===== src/hw/rtl/pqpe_pkg.sv =====
// Package for the P/Q parity block encoder.
// Holds field widths, register indexes, controller/datapath bundles and GF(2^8) math.
// No dependencies.
package pqpe_pkg;

	localparam int SEQ_W      = 16;
	localparam int FLEN_W     = 11;
	localparam int BYTE_W     = 8;
	localparam int BS_W       = 8;
	localparam int OFF_W      = 10;
	localparam int CFG_IDX_W  = 1;
	localparam int CFG_DATA_W = 8;
	localparam int DIV_STEPS  = SEQ_W;
	localparam int EXP_STEPS  = BS_W;
	localparam int CNT_W      = 4;

	localparam logic [8:0]        GF_POLY    = 9'h11d;
	localparam logic [BS_W-1:0]   BS_RESET   = 8'd4;
	localparam logic [BYTE_W-1:0] GF_ONE     = 8'h01;
	localparam logic [BYTE_W-1:0] GF_TWO     = 8'h02;

	typedef enum logic [CFG_IDX_W-1:0] {
		REG_ENABLE     = 1'b0,
		REG_BLOCK_SIZE = 1'b1
	} cfg_reg_t;

	// Commands from the controller to the datapath.
	typedef struct packed {
		logic load;
		logic div_step;
		logic frame_set;
		logic exp_step;
		logic commit;
	} cmd_t;

	// Status from the datapath to the controller.
	typedef struct packed {
		logic enable;
		logic first_byte;
		logic flen_zero;
		logic needs_out;
		logic out_free;
	} sts_t;

	// Carry-less multiply reduced by the 0x11d polynomial.
	function automatic logic [BYTE_W-1:0] gf_mul(input logic [BYTE_W-1:0] x,
		input logic [BYTE_W-1:0] y);
		logic [8:0]        a;
		logic [BYTE_W-1:0] r;
		a = {1'b0, x};
		r = '0;
		for (int k = 0; k < BYTE_W; k++) begin
			if (y[k]) begin
				r = r ^ a[BYTE_W-1:0];
			end
			a = {a[BYTE_W-1:0], 1'b0};
			if (a[8]) begin
				a = a ^ GF_POLY;
			end
		end
		return r;
	endfunction

endpackage


===== src/hw/rtl/pqpe_ctrl.sv =====
// Controller of the P/Q parity block encoder: sequences accept, slot division,
// coefficient exponentiation and the store update. Depends on pqpe_pkg.
module pqpe_ctrl (
	input  logic          clk,
	input  logic          arst_n,
	input  logic          in_valid,
	output logic          in_ready,
	input  pqpe_pkg::sts_t sts,
	output pqpe_pkg::cmd_t cmd
);
	import pqpe_pkg::*;

	typedef enum logic [2:0] {
		ST_IDLE,
		ST_DIV,
		ST_FRAME,
		ST_EXP,
		ST_UPDATE
	} state_t;

	state_t           state_q;
	logic [CNT_W-1:0] cnt_q;
	logic             accept;
	logic             drop;

	assign in_ready = (state_q == ST_IDLE);
	assign accept   = in_valid && in_ready;
	// Disabled beats and zero-length first beats vanish without leaving ST_IDLE.
	assign drop     = !sts.enable || (sts.first_byte && sts.flen_zero);

	always_comb begin
		cmd           = '0;
		cmd.load      = accept;
		cmd.div_step  = (state_q == ST_DIV);
		cmd.frame_set = (state_q == ST_FRAME);
		cmd.exp_step  = (state_q == ST_EXP);
		cmd.commit    = (state_q == ST_UPDATE) && (!sts.needs_out || sts.out_free);
	end

	always_ff @(posedge clk or negedge arst_n) begin
		if (!arst_n) begin
			state_q <= ST_IDLE;
			cnt_q   <= '0;
		end else begin
			case (state_q)
				ST_IDLE: begin
					cnt_q <= '0;
					if (accept && !drop) begin
						state_q <= sts.first_byte ? ST_DIV : ST_UPDATE;
					end
				end
				ST_DIV: begin
					cnt_q <= cnt_q + 1'b1;
					if (cnt_q == CNT_W'(DIV_STEPS - 1)) begin
						state_q <= ST_FRAME;
					end
				end
				ST_FRAME: begin
					cnt_q   <= '0;
					state_q <= ST_EXP;
				end
				ST_EXP: begin
					cnt_q <= cnt_q + 1'b1;
					if (cnt_q == CNT_W'(EXP_STEPS - 1)) begin
						state_q <= ST_UPDATE;
					end
				end
				ST_UPDATE: begin
					// hold until the output register can take the result
					if (cmd.commit) begin
						state_q <= ST_IDLE;
					end
				end
				default: begin
					state_q <= ST_IDLE;
				end
			endcase
		end
	end
endmodule


===== config.mk =====
export PLATFORM = sky130hd
export DESIGN_NAME = pqpe_ctrl
export DESIGN_NICKNAME = d
export VERILOG_FILES = /design/src/hw/rtl/pqpe_pkg.sv /design/src/hw/rtl/pqpe_ctrl.sv
export SDC_FILE = /design/constraint.sdc
export NUM_CORES = 1
export LEC_CHECK = 0
export BUFFER_PORTS_ARGS = -buffer_cell sky130_fd_sc_hd__buf_2
export CELL_PAD_IN_SITES_DETAIL_PLACEMENT = 2
export CELL_PAD_IN_SITES_GLOBAL_PLACEMENT = 2
export CORE_UTILIZATION = 30
export DETAILED_ROUTE_END_ITERATION = 10
export GPL_ROUTABILITY_DRIVEN = 1
export PLACE_DENSITY = 0.88
export SYNTH_ARGS = -nofsm -noshare
export SYNTH_HDL_FRONTEND = slang
export SYNTH_SLANG_ARGS = --single-unit
export TNS_END_PERCENT = 10

===== constraint.sdc =====
create_clock -name clk -period 4.4 [get_ports clk]
set_clock_uncertainty 0.05 [all_clocks]
set_input_delay 0.88 -clock clk [delete_from_list [all_inputs] [get_ports clk]]
set_output_delay 0.88 -clock clk [all_outputs]
set_load 0.005 [all_outputs]

==> results.json <==
{
  "viasPerCell": 5.067,
  "cts_root_buf": "clkbuf_4",
  "power_density_mw_per_mm2": 435.4,
  "r2r-start": "state_q[2]",
  "tightestPinTransition_ns": 0.3666,
  "p_int_uw": 152.2,
  "syn_area_um2": 452.9,
  "cts.sinks": 7,
  "row_count": 13,
  "final-seq-area_um2": 175.2,
  "critical_path_class": "in2out",
  "p_switching_uw": 79.89,
  "p_total_uw": 232.1,
  "synthDistinctLibCells": 24,
  "fin_util": 0.3948,
  "nFillCells": 163,
  "grt_max_degree": 14,
  "cp_cell_sequence": "buf_2 > or2b_2 > and3_1 > buf_2",
  "syn_inst": 46,
  "area_growth_pct": 17.68,
  "overflow": 0,
  "cpMostUsedCell": "buf_2",
  "synth.area.top_cells": "dfrtp_1 39%, a22o_1 5.8%, buf_6 5.0%",
  "startpoint": "sts[0]",
  "clock.fmax_mhz": 402.0,
  "gp_congestion": 0.6575,
  "power_frac_comb": 0.335,
  "synth_flop_cell": "dfrtp_1",
  "synthTopCellsByCount": "7 x dfrtp_1, 5 x nor2_1, 3 x a22o_1, 3 x nand2_1, 3 x nand2b_1",
  "n_antenna_cell": 0,
  "p_leak_uw": 0.0002854,
  "critPathCapture": "cmd[0]",
  "synth_top_family_by_area": "simple AND/OR/NAND/NOR gates",
  "drc": 0,
  "syn-num-nets": 55,
  "drv_slew": 0,
  "chipWidth_um": 40.86,
  "wl_per_cell_um": 14.17,
  "start_util": 0.3355,
  "die_h_um": 40.86,
  "cts_hold_buf": 0,
  "antenna_found_initial": 0,
  "ant_nets": 0,
  "drv_cap": 0,
  "htreeDepth": 1,
  "drive_gt1_frac": 0.3667,
  "dieArea_mm2": 0.001669,
  "cpPeakStageDelay_ns": 0.29,
  "io_buffers": 13,
  "r2r_slack_ns": 2.92,
  "synth_xor_area_frac": 0.01934,
  "drt_iter0_drc": 0,
  "synth_compound_area_frac": 0.1464,
  "first_pass_iters": 1,
  "drt_wl_total_mm": 1.063,
  "crit_required_ns": 3.47,
  "place_hpwl_um": 841.5,
  "clkPwrFrac": 0.249,
  "power_frac_seq": 0.416,
  "yosysTopAreaCell": "dfrtp_1",
  "clockBufferDepth": 2,
  "grt_pass1_vias": 399,
  "arrival_ns": 1.56,
  "crit_fanout": 2,
  "muxShareOfSynthArea": 0.06906,
  "cts_buffers": 3,
  "cts_tree": "done",
  "min_period_ns": 2.487,
  "yosysTopAreaCellShare": 0.3867,
  "ir_drop_mv": 0.1585,
  "vias": 380,
  "ys_seq_area_frac": 0.3867,
  "reg2reg_depth": 3,
  "cp_slowest_cell": "or2b_2",
  "io-pin-count": 14,
  "synth-edff-count": 0,
  "synthAdderAreaFrac": 0.02762,
  "worst_setup_path_start_kind": "input port",
  "fin_setup_tns_ns": 0,
  "clkTransAtPathRegs_ns": 0.05,
  "synth_warnings": 0,
  "synthArstFlopShare": 1.000,
  "finalNetCount": 70,
  "fp.coreArea_mm2": 0.001350,
  "synth.most_common_cell": "dfrtp_1",
  "grt_pass1_wl_mm": 1.704,
  "grtUsageTotal": 0.1593,
  "r2r_end": "state_q[2]",
  "finalHoldViolations": 0,
  "rsz0062_at_grt": "false",
  "synth-simple-area-share": 0.2762,
  "switching_share": 0.3442,
  "relSlewSlack": 0.7556,
  "multi_input_area_um2": 244.0,
  "finalCritPeriodShare": 0.5653,
  "syn-mean-instance-area_um2": 9.846,
  "status": "complete, no violations",
  "clock_latency_ns": 0.25,
  "post_cts_resized": 0,
  "post_cts_buffers": 0,
  "cp-end-kind": "output port",
  "setup_viol": 0,
  "hold_class": "in2async",
  "yosys_register_bits": 7
}
-- layer usage --
metal	share of wire	routed length, um	track usage
met5	0	0	0
met4	0	0	0.1000
met3	0.037	39	0.01630
met2	0.46	488	0.2695
met1	0.50	536	0.1894
-- worst max-delay path, delay by kind of cell --
| kind | cells | cell delay [ns] |
|---|---|---|
| simple gates | 2 | 0.47 |
| buf+inv | 2 | 0.21 |
-- kinds of logic (layout without fill, tap and decap cells) --
logic type | count (synthesis) | count (layout)
AND/OR/NAND/NOR | 21 | 21
AO/OA/AOI/OAI | 9 | 9
flip-flops | 7 | 7
buffers and inverters | 4 | 18
multiplexers | 3 | 3
adder cells (fa/ha/maj) | 1 | 1
XOR/XNOR | 1 | 1
-- through the flow --
step / setup slack [ns] / instances / hold slack (ns) / area, um2
after detailed placement: 1.907 / 71 / 0.4926 / 506.7
after floorplan: 2.127 / 46 / 0.4361 / 452.9
after global placement: 1.924 / 71 / 0.4732 / 506.7
final: 1.913 / 75 / 0.4062 / 533.0
after CTS: 1.905 / 75 / 0.4028 / 533.0
after global routing: 1.889 / 75 / 0.4108 / 533.0
-- flip-flops by register name, indices dropped and copies added (netlist names) --
name,flops
cnt_q,4
state_q,3
-- final cells by class --
| class | instances | area share |
|---|---|---|
| Tap cell | 15 | 0.03521 |
| Sequential cell | 7 | 0.3286 |
| Inverter | 1 | 0.007042 |
| Clock buffer | 4 | 0.04930 |
| Multi-Input combinational cell | 35 | 0.4577 |
| Timing Repair Buffer | 13 | 0.1221 |
-- placed cells by master (no fill, tap or decap), drive strengths merged --
cell / instances
buf: 13
and2: 3
mux2i: 2
and4b: 1
a31oi: 2
and3: 1
nor2: 5
inv: 1
ha: 1
a22o: 3
o32ai: 1
or2b: 1
and2b: 1
o21ai: 2
or3: 1
mux2: 1
nand3: 2
dfrtp: 7
clkbuf: 4
nand2: 3
nand2b: 3
xor2: 1
a2bb2oi: 1
-- power by group through the flow --
| stage | Combinational (uW) | Clock [uW] | Sequential [uW] |
|---|---|---|---|
| after floorplan | 64.4 | 0 | 88.1 |
| after global placement | 75.3 | 0 | 97.9 |
| after detailed placement | 79.3 | 0 | 97.7 |
| after CTS | 79.8 | 59.9 | 96.7 |
| after global routing | 88.6 | 62.1 | 101 |
| final | 77.8 | 57.7 | 96.6 |
-- how the worst min path moves through the flow --
| stage | end | slack, ns |
|---|---|---|
| after floorplan | cnt_q[0] | 0.44 |
| after global placement | cnt_q[0] | 0.47 |
| after detailed placement | cnt_q[1] | 0.49 |
| after CTS | cnt_q[2] | 0.40 |
| after global routing | cnt_q[1] | 0.41 |
| final | state_q[1] | 0.41 |
Power figures use the tool's default switching activity.
